`src/sare_pkg.sv`:
```
// Shared types, register map and constants of the sensor alert rule engine.
package sare_pkg;

	localparam int SoilW = 10;
	localparam int TempW = 12;
	localparam int HumW = 10;
	localparam int TimeW = 32;
	localparam int CountW = 8;
	localparam int BLIGHT_RUN_LENGTH_DEF = 6;

	localparam int InDataW = 64;
	localparam int OutDataW = 32;
	localparam int ApbAddrW = 5;
	localparam int ApbDataW = 32;

	localparam logic [2:0] REG_SOIL_LOW = 3'd0;
	localparam logic [2:0] REG_SOIL_HIGH = 3'd1;
	localparam logic [2:0] REG_HEAT_LIMIT = 3'd2;
	localparam logic [2:0] REG_BLIGHT_TFLOOR = 3'd3;
	localparam logic [2:0] REG_BLIGHT_TCEIL = 3'd4;
	localparam logic [2:0] REG_BLIGHT_HFLOOR = 3'd5;
	localparam logic [2:0] REG_COOLDOWN = 3'd6;

	localparam logic [SoilW-1:0] SOIL_LOW_RST = 10'd300;
	localparam logic [SoilW-1:0] SOIL_HIGH_RST = 10'd800;
	localparam logic signed [TempW-1:0] HEAT_LIMIT_RST = 12'sd350;
	localparam logic signed [TempW-1:0] BLIGHT_TFLOOR_RST = 12'sd100;
	localparam logic signed [TempW-1:0] BLIGHT_TCEIL_RST = 12'sd250;
	localparam logic [HumW-1:0] BLIGHT_HFLOOR_RST = 10'd900;
	localparam logic [TimeW-1:0] COOLDOWN_RST = 32'd3600;

	typedef enum logic [2:0] {
		KIND_NONE = 3'd0,
		KIND_FLOOD = 3'd1,
		KIND_DROUGHT = 3'd2,
		KIND_HEAT = 3'd3,
		KIND_BLIGHT = 3'd4
	} alert_kind_t;

	typedef enum logic [1:0] {
		SEV_NOTE = 2'd0,
		SEV_WARN = 2'd1,
		SEV_CRIT = 2'd2
	} alert_sev_t;

	typedef struct packed {
		logic [SoilW-1:0] soil_low_limit;
		logic [SoilW-1:0] soil_high_limit;
		logic signed [TempW-1:0] heat_limit;
		logic signed [TempW-1:0] blight_temp_floor;
		logic signed [TempW-1:0] blight_temp_ceiling;
		logic [HumW-1:0] blight_humidity_floor;
		logic [TimeW-1:0] cooldown_seconds;
	} cfg_t;

	typedef struct packed {
		logic [TimeW-1:0] now_seconds;
		logic [HumW-1:0] air_humidity;
		logic signed [TempW-1:0] air_temperature;
		logic [SoilW-1:0] soil_moisture;
	} reading_t;

	typedef struct packed {
		logic signed [TempW-1:0] threshold_value;
		logic signed [TempW-1:0] trigger_value;
		alert_sev_t alert_severity;
		alert_kind_t alert_kind;
	} result_t;

endpackage

```
`src/sare_cfg_regs.sv`:
```
// APB register file holding the alert thresholds and the cooldown.
module sare_cfg_regs import sare_pkg::*; (
	input  logic                clk,
	input  logic                arst_n,
	input  logic                psel,
	input  logic                penable,
	input  logic                pwrite,
	input  logic [ApbAddrW-1:0] paddr,
	input  logic [ApbDataW-1:0] pwdata,
	output logic [ApbDataW-1:0] prdata,
	output logic                pready,
	output cfg_t                cfg
);

	cfg_t cfg_q;
	logic wr_en;
	logic [2:0] reg_idx;

	assign pready = 1'b1;
	assign wr_en = psel & penable & pwrite;
	assign reg_idx = paddr[4:2];
	assign cfg = cfg_q;

	always_ff @(posedge clk or negedge arst_n) begin
		if (!arst_n) begin
			cfg_q.soil_low_limit <= SOIL_LOW_RST;
			cfg_q.soil_high_limit <= SOIL_HIGH_RST;
			cfg_q.heat_limit <= HEAT_LIMIT_RST;
			cfg_q.blight_temp_floor <= BLIGHT_TFLOOR_RST;
			cfg_q.blight_temp_ceiling <= BLIGHT_TCEIL_RST;
			cfg_q.blight_humidity_floor <= BLIGHT_HFLOOR_RST;
			cfg_q.cooldown_seconds <= COOLDOWN_RST;
		end else if (wr_en) begin
			unique case (reg_idx)
				REG_SOIL_LOW: cfg_q.soil_low_limit <= pwdata[SoilW-1:0];
				REG_SOIL_HIGH: cfg_q.soil_high_limit <= pwdata[SoilW-1:0];
				REG_HEAT_LIMIT: cfg_q.heat_limit <= pwdata[TempW-1:0];
				REG_BLIGHT_TFLOOR: cfg_q.blight_temp_floor <= pwdata[TempW-1:0];
				REG_BLIGHT_TCEIL: cfg_q.blight_temp_ceiling <= pwdata[TempW-1:0];
				REG_BLIGHT_HFLOOR: cfg_q.blight_humidity_floor <= pwdata[HumW-1:0];
				REG_COOLDOWN: cfg_q.cooldown_seconds <= pwdata[TimeW-1:0];
				default: ;
			endcase
		end
	end

	always_comb begin
		unique case (reg_idx)
			REG_SOIL_LOW: prdata = {{(ApbDataW-SoilW){1'b0}}, cfg_q.soil_low_limit};
			REG_SOIL_HIGH: prdata = {{(ApbDataW-SoilW){1'b0}}, cfg_q.soil_high_limit};
			REG_HEAT_LIMIT: prdata = {{(ApbDataW-TempW){1'b0}}, cfg_q.heat_limit};
			REG_BLIGHT_TFLOOR: prdata = {{(ApbDataW-TempW){1'b0}}, cfg_q.blight_temp_floor};
			REG_BLIGHT_TCEIL: prdata = {{(ApbDataW-TempW){1'b0}}, cfg_q.blight_temp_ceiling};
			REG_BLIGHT_HFLOOR:
				prdata = {{(ApbDataW-HumW){1'b0}}, cfg_q.blight_humidity_floor};
			REG_COOLDOWN: prdata = cfg_q.cooldown_seconds;
			default: prdata = '0;
		endcase
	end

endmodule

```
`src/sare_rules.sv`:
```
// Rule evaluation with the per-alert last-fire times and the blight run counter.
module sare_rules import sare_pkg::*; #(
	parameter int BLIGHT_RUN_LENGTH = BLIGHT_RUN_LENGTH_DEF
) (
	input  logic     clk,
	input  logic     arst_n,
	input  logic     advance,
	input  reading_t rd,
	input  cfg_t     cfg,
	output result_t  res
);

	logic [TimeW-1:0] last_flood_q, last_drought_q, last_heat_q, last_blight_q;
	logic [CountW-1:0] run_count_q;
	logic [CountW-1:0] count_inc;
	logic flood_hit, drought_hit, heat_hit, blight_hit, window;

	// Time running backwards counts as an elapsed cooldown.
	function automatic logic cool_done(input logic [TimeW-1:0] last,
			input logic [TimeW-1:0] now, input logic [TimeW-1:0] cd);
		logic [TimeW-1:0] diff;
		diff = now - last;
		return (now < last) || (diff >= cd);
	endfunction

	always_comb begin
		flood_hit = (rd.soil_moisture > cfg.soil_high_limit) &&
			cool_done(last_flood_q, rd.now_seconds, cfg.cooldown_seconds);
		drought_hit = (rd.soil_moisture < cfg.soil_low_limit) &&
			cool_done(last_drought_q, rd.now_seconds, cfg.cooldown_seconds);
		heat_hit = (rd.air_temperature > cfg.heat_limit) &&
			cool_done(last_heat_q, rd.now_seconds, cfg.cooldown_seconds);
		window = (rd.air_humidity >= cfg.blight_humidity_floor) &&
			(rd.air_temperature >= cfg.blight_temp_floor) &&
			(rd.air_temperature <= cfg.blight_temp_ceiling);
		count_inc = (run_count_q == '1) ? run_count_q : run_count_q + 1'b1;
		blight_hit = window && (count_inc >= CountW'(BLIGHT_RUN_LENGTH)) &&
			cool_done(last_blight_q, rd.now_seconds, cfg.cooldown_seconds);
	end

	always_comb begin
		priority if (flood_hit) begin
			res.alert_kind = KIND_FLOOD;
			res.alert_severity = SEV_CRIT;
			res.trigger_value = {{(TempW-SoilW){1'b0}}, rd.soil_moisture};
			res.threshold_value = {{(TempW-SoilW){1'b0}}, cfg.soil_high_limit};
		end else if (drought_hit) begin
			res.alert_kind = KIND_DROUGHT;
			res.alert_severity = SEV_CRIT;
			res.trigger_value = {{(TempW-SoilW){1'b0}}, rd.soil_moisture};
			res.threshold_value = {{(TempW-SoilW){1'b0}}, cfg.soil_low_limit};
		end else if (heat_hit) begin
			res.alert_kind = KIND_HEAT;
			res.alert_severity = SEV_WARN;
			res.trigger_value = rd.air_temperature;
			res.threshold_value = cfg.heat_limit;
		end else if (blight_hit) begin
			res.alert_kind = KIND_BLIGHT;
			res.alert_severity = SEV_CRIT;
			res.trigger_value = {{(TempW-HumW){1'b0}}, rd.air_humidity};
			res.threshold_value = {{(TempW-HumW){1'b0}}, cfg.blight_humidity_floor};
		end else begin
			res.alert_kind = KIND_NONE;
			res.alert_severity = SEV_NOTE;
			res.trigger_value = '0;
			res.threshold_value = '0;
		end
	end

	always_ff @(posedge clk or negedge arst_n) begin
		if (!arst_n) begin
			last_flood_q <= '0;
			last_drought_q <= '0;
			last_heat_q <= '0;
			last_blight_q <= '0;
			run_count_q <= '0;
		end else if (advance) begin
			priority if (flood_hit) begin
				last_flood_q <= rd.now_seconds;
			end else if (drought_hit) begin
				last_drought_q <= rd.now_seconds;
			end else if (heat_hit) begin
				last_heat_q <= rd.now_seconds;
			end else if (blight_hit) begin
				last_blight_q <= rd.now_seconds;
				run_count_q <= '0;
			end else if (window) begin
				run_count_q <= count_inc;
			end else begin
				run_count_q <= '0;
			end
		end
	end

endmodule

```
`src/sensor_alert_rule_engine.sv`:
```
// Top level of the sensor alert rule engine: stream ports, input and result registers.
// Each reading beat gives exactly one result beat. A reading is captured in an input register,
// the rules are evaluated against the per-alert state while it is held there, and the result is
// written to an output register once that register is free. One reading can be accepted every
// cycle while the output is not stalled; the rule state is updated in the same cycle as its
// reading is evaluated, which sets the throughput at one beat per clock when the output keeps
// up. A stalled output holds its result while the input register keeps one more reading waiting.
module sensor_alert_rule_engine import sare_pkg::*; #(
	parameter int BLIGHT_RUN_LENGTH = BLIGHT_RUN_LENGTH_DEF
) (
	input  logic                clk,
	input  logic                arst_n,
	input  logic                s_axis_tvalid,
	output logic                s_axis_tready,
	// soil_moisture[9:0], air_temperature[21:10], air_humidity[31:22], now_seconds[63:32]
	input  logic [InDataW-1:0]  s_axis_tdata,
	output logic                m_axis_tvalid,
	input  logic                m_axis_tready,
	// alert_kind[2:0], alert_severity[4:3], trigger_value[16:5], threshold_value[28:17], zeros
	output logic [OutDataW-1:0] m_axis_tdata,
	input  logic                psel,
	input  logic                penable,
	input  logic                pwrite,
	input  logic [ApbAddrW-1:0] paddr,
	input  logic [ApbDataW-1:0] pwdata,
	output logic [ApbDataW-1:0] prdata,
	output logic                pready
);

	cfg_t cfg;
	reading_t rd_s1;
	logic valid_s1;
	result_t res_comb;
	result_t res_q;
	logic res_valid_q;
	logic res_free;
	logic advance;

	sare_cfg_regs u_cfg (
		.clk    (clk),
		.arst_n (arst_n),
		.psel   (psel),
		.penable(penable),
		.pwrite (pwrite),
		.paddr  (paddr),
		.pwdata (pwdata),
		.prdata (prdata),
		.pready (pready),
		.cfg    (cfg)
	);

	assign res_free = !res_valid_q || m_axis_tready;
	assign advance = valid_s1 && res_free;
	assign s_axis_tready = !valid_s1 || res_free;

	always_ff @(posedge clk or negedge arst_n) begin
		if (!arst_n) begin
			valid_s1 <= 1'b0;
		end else if (s_axis_tready) begin
			valid_s1 <= s_axis_tvalid;
		end
	end

	always_ff @(posedge clk) begin
		if (s_axis_tready && s_axis_tvalid) begin
			rd_s1 <= s_axis_tdata;
		end
	end

	sare_rules #(
		.BLIGHT_RUN_LENGTH(BLIGHT_RUN_LENGTH)
	) u_rules (
		.clk    (clk),
		.arst_n (arst_n),
		.advance(advance),
		.rd     (rd_s1),
		.cfg    (cfg),
		.res    (res_comb)
	);

	always_ff @(posedge clk or negedge arst_n) begin
		if (!arst_n) begin
			res_valid_q <= 1'b0;
		end else if (res_free) begin
			res_valid_q <= valid_s1;
		end
	end

	always_ff @(posedge clk) begin
		if (advance) begin
			res_q <= res_comb;
		end
	end

	assign m_axis_tvalid = res_valid_q;
	assign m_axis_tdata = {{(OutDataW-$bits(result_t)){1'b0}}, res_q};

endmodule
```
`config.mk`:
```
export PLATFORM = sky130hd
export DESIGN_NAME = sensor_alert_rule_engine
export DESIGN_NICKNAME = d
export VERILOG_FILES = /design/src/sare_pkg.sv /design/src/sare_cfg_regs.sv /design/src/sare_rules.sv /design/src/sensor_alert_rule_engine.sv
export SDC_FILE = /design/constraint.sdc
export NUM_CORES = 1
export LEC_CHECK = 0
export BUFFER_PORTS_ARGS = -buffer_cell sky130_fd_sc_hd__buf_4
export CAP_MARGIN = 0
export CORE_ASPECT_RATIO = 2
export CORE_UTILIZATION = 40
export DETAILED_ROUTE_END_ITERATION = 8
export HOLD_SLACK_MARGIN = 0.08
export PLACE_DENSITY = 0.68
export RECOVER_POWER = 25
export SLEW_MARGIN = 10
export SYNTH_ARGS = -nofsm -noshare
export SYNTH_HDL_FRONTEND = slang
export SYNTH_SLANG_ARGS = --single-unit
```
`constraint.sdc`:
```
create_clock -name clk -period 6.3 [get_ports clk]
set_input_delay 1.26 -clock clk [delete_from_list [all_inputs] [get_ports clk]]
set_output_delay 1.26 -clock clk [all_outputs]
set_load 0.02 [all_outputs]
```
# Word level (Yosys, flattened, before mapping)
# Index checks and enable logic that the tools add are counted.
# word_totals
reg_bits	329
inputBits	108
wordCells	97
# op_classes
addsub	5
magnitude_cmp	15
eq_ne	7
n_mux	8
bitwise_logic	5
reduce_logical	32
# ops
operator	n
one-hot mux 32 bit (7 select lines)	1
>= comparator 32 bit	4
less-than comparator 32 bit	4
subtractor 32 bit	4
two-way mux 27 bit	3
two-way mux 29 bit	1
two-way mux 8 bit	3
AND reduction 2 bit	8
>= comparator 12 bit	1
greater-than comparator 12 bit	1
less-or-equal comparator 12 bit	1
>= comparator 10 bit	1
greater-than comparator 10 bit	1
less-than comparator 10 bit	1
== test 3 bit (second input constant)	3
logical AND 1 bit	9
adder 8 x 1 -> 8 bit (second input constant)	1
== test 8 bit (second input constant)	1
>= comparator 8 x 3 -> 1 bit (second input constant)	1
AND reduction 4 bit	2
== test 3 x 2 -> 1 bit (second input constant)	2
logical OR 1 bit	6
AND reduction 5 bit	1
== test 3 x 1 -> 1 bit (second input constant)	1
other kinds (7)	11

# Logic depth before layout (Yosys ltp)
# Gate-level depths: netlist (run 1).
# depth
word_depth	9
depth_mapped	26
depth_no_buf	25

# Cells and area by module
# A second synthesis (run 1) with hierarchy kept.
# hier_totals
cells_unflattened	2423
hier_area_um2	24496.0
# modules_own_cells
module	n_inst	cells_per_inst	area_each_um2	seq_area_each_um2
sare_rules	1	1990	17002.6	3403.3
sare_cfg_regs	1	328	4570.6	2489.9
sensor_alert_rule_engine	1	105	2922.8	2842.7

# Least setup slack after synthesis (run 1)
# No wires, ideal clock.
# synth_path
path_kind	register to register
start	register rd_s1[47] (netlist bit)
end	register u_rules.last_heat_q[22]
setup_ns	0.127
arrival_time_ns	5.244
required_time_ns	6.173
setup_slack_ns	0.928
stages_incl_launch_ff	23
period_less_slack_ns	5.372
path_cell_list	edfxtp_1 -> ha_1 -> or4_1 -> o21ai_0 -> a21oi_1 -> a221o_1 -> o2111ai_1 -> a31oi_1 -> a211oi_1 -> nor4_1 -> a311o_1 -> ha_1 -> nand4_1 -> or4_1 -> a311oi_1 -> a31oi_1 -> nand2_1 -> o21ai_1 -> a21oi_4 -> and2_4 -> nand2_4 -> buf_6 -> mux2_1
# synth_between
elab_chain_len	6
# synth_lines
item	line	source
from (decl)	sensor_alert_rule_engine.sv:31	reading_t rd_s1;
from (signal assigned)	sensor_alert_rule_engine.sv:66	rd_s1 <= s_axis_tdata;
subtractor 32 bit	sare_rules.sv:22	diff = now - last;
>= comparator 32 bit	sare_rules.sv:23	return (now < last) || (diff >= cd);
logical OR 1 bit	sare_rules.sv:23	
logical AND 1 bit, on equally long branches	sare_rules.sv:27, sare_rules.sv:29	
inverter 1 bit (no source line)	--	
AND reduction 4 bit (no source line) *	--	
to (signal assigned)	sare_rules.sv:83	last_heat_q <= rd.now_seconds;
to (decl)	sare_rules.sv:13	logic [TimeW-1:0] last_flood_q, last_drought_q, last_heat_q, last_blight_q;
# Every way passes the cells marked *; elsewhere a longest branch is shown, timed or not.
# A chain may end at the register's enable or synchronous reset.

==> run metrics, run 1 <==
final-report hold violation count 0; CP max-delay cell or4_4; Async S/R FF share, synth 71.7%; Final min period 6120 ps; Setup Skew 29.2 ps; post-route cell area 27600 um2; CTS tree done; final cycle utilization of the critical path 97.2%; Reg clk slew, reported paths 60 ps; Overall Power 12300 uW; fin util 46.8%; Internal Pwr Total 6970 uW; combinational power share 57.4%; synth warn 0; area share of the largest cell type after synthesis 21.6%; Flop pwr share 25.4%; Setup Fix Bufs, Post-CTS 0; EDFF count, synth 93; wirelength, routed 72900 um; Synth Area in XOR/XNOR 4.11%; GR Util All Layers 24.1%; initial antenna violation count 0; P per Cell Area 447 nW/um2; Placer Congestion 0.994; grt total ovfl 0; kind of critical path reg2reg; Unique masters post-synth 85; Cells after Synth 2530; vias 20.1k; drt drc 0; site row count 126; switching part of the total 43.5%; area leader, netlist dfrtp_1; Placed Area 26400 um2; Final setup viols 0; r2r startpoint rd_s1[32]$_DFFE_PP_; compound-gate portion of the synthesized area 18.7%; Hold Crit Endpoint u_rules.last_drought_q[8]$_DFFE_PN0P_; Post-Syn Area 23800 um2; register area share after synthesis 36.6%; Max IR drop VDD 0.184 mV; worst hold-check path type reg2reg; vias in the first global route 20.7k; # Max-Cap Violations 1; count leader, synth ha_1; Sw Pwr 5360 uW; first-pass GRT wire length 113000 um; slowest stage delay, CP 570 ps; slew margin rel. -101%; area growth from synthesis to layout 15.6%; Port-buffer cells 168; Clock power frac 17.2%; Detail Route Antenna Nets 0; Initial Util 40.4%; worst-margin pin slew 3020 ps; Buf/Inv on CP 4; post-synthesis simple-gate area fraction 11.8%; failing checks capacitance limit, slew limit; Worst Path Required 6620 ps; top cells by count, synth ha_1 (322), inv_1 (262), nand2_1 (207); largest net degree at the start of global routing 131; Post-Synth Adder-Cell Area 17.2%; Vias/cell 5.67; count of TritonRoute iterations in the first routing pass 5; root buffer cell clkbuf_16; max-slew violations 107; cell family with most CP delay compound AO/OA/AOI/OAI gates; die area 60700 um2; Highest Clock Rate 163 MHz; Num CTS Buffers 35; WL/cell 20.6 um; initial DRC count 1196; Core Area 59000 um2; HP Start u_rules.last_drought_q[8]$_DFFE_PN0P_; NumNets Final 3178; crit path DAT 6440 ps; IO Pins 175; worst reg2reg endpoint m_axis_tdata[21]$_DFFE_PP_; hold path depth 1; register bit total from synthesis 329; r2r setup slk 180 ps; syn_area_per_cell 9.43 um2; Area contributors post-synth dfrtp_1 (22%), ha_1 (17%), edfxtp_1 (12%), mux2_1 (4.3%), o21ai_0 (4.2%); Hold WS 490 ps; clk_lat worst skew 580 ps; Leakage 0.0127 uW; layout cells sized above 1 13.9%; Die Ht 347 um; ant diodes 0; Critical Path Source Type flip-flop; largest family of logic cells by synthesized area compound AO/OA/AOI/OAI gates; clk sink count 329; Die W 175 um; Critical Path End Type flip-flop; htree depth 2; Worst Path Max Fanout 9; mux contribution to synthesized area 6.02%; Detail Placement HPWL 57000 um; clock buffer depth 3; Worst R2R Path Depth 26; status finished with violations; Synth Flop Type dfrtp_1; cts hold-fix bufs 0
## cells in the final DEF (no fill, tap or decap), types with 9 or more instances in the layout
cell type	n
a211oi_1	19
a21o_1	62
a21oi_1	173
a221oi_1	26
a31oi_1	26
and3_1	20
buf_4	169
clkbuf_1	12
clkbuf_16	36
clkbuf_4	63
dfrtp_1	206
dfstp_2	30
edfxtp_1	93
ha_1	322
inv_1	262
mux2_1	91
mux2_2	19
mux2i_1	13
nand2_1	207
nand2b_1	29
nand3_1	42
nand4_1	27
nor2_1	161
nor2b_1	26
nor3_1	32
o2111ai_1	9
o211ai_1	16
o21a_1	42
o21ai_0	199
o21ai_1	11
o21bai_1	21
o22ai_1	14
or3_1	9
xnor2_1	79
xor2_1	33
## worst max-delay path by stage
stage / slack [ps] / cells past startpoint / to / start
final: 180 / 26 / m_axis_tdata[21]$_DFFE_PP_ / rd_s1[32]$_DFFE_PP_
after global routing: -50 / 27 / m_axis_tdata[20]$_DFFE_PP_ / rd_s1[39]$_DFFE_PP_
after CTS: 8 / 26 / m_axis_tdata[20]$_DFFE_PP_ / rd_s1[39]$_DFFE_PP_
after detailed placement: -150 / 26 / m_axis_tdata[20]$_DFFE_PP_ / rd_s1[39]$_DFFE_PP_
after global placement: -80 / 26 / m_axis_tdata[10]$_DFFE_PP_ / rd_s1[39]$_DFFE_PP_
after floorplan: 930 / 22 / u_rules.last_heat_q[22]$_DFFE_PN0P_ / rd_s1[47]$_DFFE_PP_
## cell type report
class,instances,area (um2)
Fill cell,5579,31400
Multi-Input combinational cell,1874,13900
Clock inverter,15,151
Tap cell,768,961
Timing Repair Buffer,241,1870
Inverter,263,987
Clock buffer,49,980
Sequential cell,329,8740
## state kept, by name, summed over array words and instances (netlist names)
signal	flops
u_rules.run_count_q	8
u_rules.last_drought_q	32
u_rules.last_heat_q	32
rd_s1	64
u_cfg.cfg	98
u_rules.last_blight_q	32
m_axis_tdata	29
u_rules.last_flood_q	32
m_axis_tvalid	1
valid_s1	1
## through the flow
| step | cells | TNS, ps | setup WS [ps] |
|---|---|---|---|
| 2_1_floorplan | 2532 | 0 | 928 |
| 3_3_place_gp | 3475 | -955 | -75.2 |
| 3_5_place_dp | 3475 | -3410 | -150 |
| 4_1_cts | 3539 | 0 | 8.16 |
| 5_1_grt | 3539 | -71.7 | -46.9 |
| 6_report | 3539 | 0 | 177 |
## power by group through the flow
stage	clock network [uW]	logic, uW	registers (uW)
floorplan	0	4880	3180
global placement	0	6720	3140
detailed placement	0	6980	3170
CTS	2180	7030	3130
global route	2240	7850	3190
finish	2120	7080	3130
## metal layers
layer  vias to the layer above  part of all wire (%)  wire length (um)  GRT usage [%]
met1                      9621                    36             25900           24.2
met2                       639                    51             37300           43.9
met4                         0                   9.5              6940           20.4
met3                       286                   3.8              2750           2.63
li1                       9521                     -                 -              -
met5                         -                     0                 0              0
## cell families (layout without fill, tap and decap cells)
group | after synthesis | count (layout)
AO/OA/AOI/OAI | 702 | 702
AND/OR/NAND/NOR | 604 | 604
flip-flops | 329 | 329
buffers and inverters | 329 | 568
adder cells (fa/ha/maj) | 326 | 326
multiplexers | 126 | 126
XOR/XNOR | 112 | 112
other | 2 | 4
## repair_timing
item / 4_1_cts / 5_1_grt
gates resized for setup: 1 / 11
cloned: 0 / 0
pin swaps: 0 / 2
endpoints found under the setup margin: 72 / 112
No activity file was read; power rests on OpenSTA's default activity.
==> run 2: changes to the inputs <==
--- a/config.mk
+++ b/config.mk
@@ -11,9 +11,8 @@
 export CORE_UTILIZATION = 40
 export DETAILED_ROUTE_END_ITERATION = 8
 export HOLD_SLACK_MARGIN = 0.08
-export PLACE_DENSITY = 0.68
 export RECOVER_POWER = 25
-export SLEW_MARGIN = 10
+export SLEW_MARGIN = 40
 export SYNTH_ARGS = -nofsm -noshare
 export SYNTH_HDL_FRONTEND = slang
 export SYNTH_SLANG_ARGS = --single-unit
==> constraint.sdc (replaced) <==
create_clock -name clk -period 6 [get_ports clk]
set_input_delay 1.2 -clock clk [delete_from_list [all_inputs] [get_ports clk]]
set_output_delay 1.2 -clock clk [all_outputs]
set_load 0.02 [all_outputs]
==> run metrics, run 2 (synthesized netlist as in run 1, its figures left out) <==
largest net degree at the start of global routing 124; Critical Path End Type flip-flop; Detail Placement HPWL 59200 um; Die Ht 347 um; clk_lat worst skew 580 ps; setup total negative slack 0 ps; final-report hold violation count 0; grt total ovfl 0; NumNets Final 3220; Final min period 5880 ps; Port-buffer cells 168; vias in the first global route 20.6k; Critical Path Source Type flip-flop; Highest Clock Rate 170 MHz; worst hold-check path type reg2reg; Reg clk slew, reported paths 60 ps; # Max-Cap Violations 2; CTS tree done; max-slew violations 77; status finished with violations; Initial Util 40.4%; Leakage 0.0130 uW; worst-margin pin slew 3750 ps; Internal Pwr Total 7600 uW; Flop pwr share 24.6%; Worst Path Required 6440 ps; switching part of the total 43.1%; wirelength, routed 74900 um; M3 GR Usage 2.40%; grt met2 use 45.7%; IO Pins 175; initial DRC count 1002; Num CTS Buffers 35; vias 20.1k; Placed Area 26700 um2; layout cells sized above 1 15.7%; most common library cell in the layout ignoring fill and taps ha_1; kind of critical path reg2reg; Detail Route Antenna Nets 0; count of TritonRoute iterations in the first routing pass 6; final cycle utilization of the critical path 97.9%; Die W 175 um; fin util 47.7%; Top Usage Layer GRT met2; Vias/cell 5.61; drt drc 0; Final setup viols 0; GR Util All Layers 24.5%; crit path DAT 6310 ps; Placer Congestion 0.946; P per Cell Area 474 nW/um2; most frequent cells in the layout ha_1 (322), inv_1 (262), buf_4 (207); site row count 126; Core Area 59000 um2; root buffer cell clkbuf_16; initial antenna violation count 0; die area 60700 um2; Max IR drop VDD 0.205 mV; flip-flop count of the largest register after layout 98; cts hold-fix bufs 0; htree depth 2; WL/cell 20.9 um; Setup Skew 28.9 ps; failing checks capacitance limit, slew limit; clk sink count 329; post-route cell area 28100 um2; GR Layer Usage met1 24.4%; combinational power share 57.9%; first-pass GRT wire length 114000 um; area growth from synthesis to layout 18.0%; Worst Path Max Fanout 13; Clock power frac 17.4%; slew margin rel. -150%; Sw Pwr 5750 uW; clock buffer depth 3; ant diodes 0; r2r setup slk 120 ps
==> run 2: through the flow <==
| step | power [uW] | hold slack [ps] | cells | setup WS [ps] |
|---|---|---|---|---|
| after CTS | 13300 | 495 | 3575 | 66.7 |
| after global routing | 14300 | 498 | 3581 | -75.7 |
| final | 13300 | 489 | 3581 | 123 |
| after detailed placement | 10800 | 481 | 3510 | -291 |
| after global placement | 10600 | 473 | 3508 | -241 |
| after floorplan | 8460 | 456 | 2532 | 628 |
==> run 2: worst max-delay path: stages (launching register included) <==
cell       delay [ps]
edfxtp_1          400
inv_1              90
ha_1              170
inv_1              60
fa_1              400
a21oi_2           180
nand4b_1          220
a31oi_4           160
o21a_2            310
a211oi_4          370
o41ai_4           170
a21oi_1           180
o21bai_1           90
xor2_1            160
ha_1              300
nand4_1           160
or4_4             570
a311oi_2          300
a31oi_2           100
nand2_2           150
o21ai_1           110
a21oi_4           220
and2_4            210
nand2_4           110
clkbuf_16         240
mux2_1            330
==> run 2: worst paths after layout <==
path	cells after the start	endpoint	from
worst min-delay path	1	u_rules.last_drought_q[18]$_DFFE_PN0P_	u_rules.last_drought_q[18]$_DFFE_PN0P_
max in group asynchronous	2	u_rules.last_heat_q[8]$_DFFE_PN0P_	arst_n
worst max register to register	25	u_rules.last_heat_q[19]$_DFFE_PN0P_	rd_s1[32]$_DFFE_PP_
min in group asynchronous	1	u_rules.last_blight_q[28]$_DFFE_PN0P_	arst_n
worst max-delay path	25	u_rules.last_heat_q[19]$_DFFE_PN0P_	rd_s1[32]$_DFFE_PP_
worst min register to register	1	u_rules.last_drought_q[18]$_DFFE_PN0P_	u_rules.last_drought_q[18]$_DFFE_PN0P_
==> run 2: timing repair <==
action	4_1_cts	5_1_grt
pin swaps	1	17
gates cloned	0	1
setup endpoints to repair	94	125
buffers inserted	1	5
resized for setup	8	32
==> run 2: power by group through the flow <==
stage | sequential [uW] | combinational [uW] | clock [uW]
floorplan | 3340 | 5120 | 0
global placement | 3310 | 7270 | 0
detailed placement | 3330 | 7510 | 0
CTS | 3290 | 7580 | 2390
global route | 3350 | 8540 | 2450
finish | 3290 | 7730 | 2330
==> run 2: per-layer routing <==
layer / vias up / share of wire [%] / wire (um)
met3: 236 / 3.8 / 2880
li1: 9594 / - / -
met1: 9601 / 35 / 26200
met2: 652 / 52 / 39100
met5: - / 0 / 0
met4: 0 / 9.0 / 6770
==> run 2: cell type report <==
type	instances	area [um2]
Clock buffer	45	965
Clock inverter	19	231
Fill cell	5631	30800
Inverter	263	987
Multi-Input combinational cell	1874	14000
Sequential cell	329	8740
Tap cell	768	961
Timing Repair Buffer	283	2220
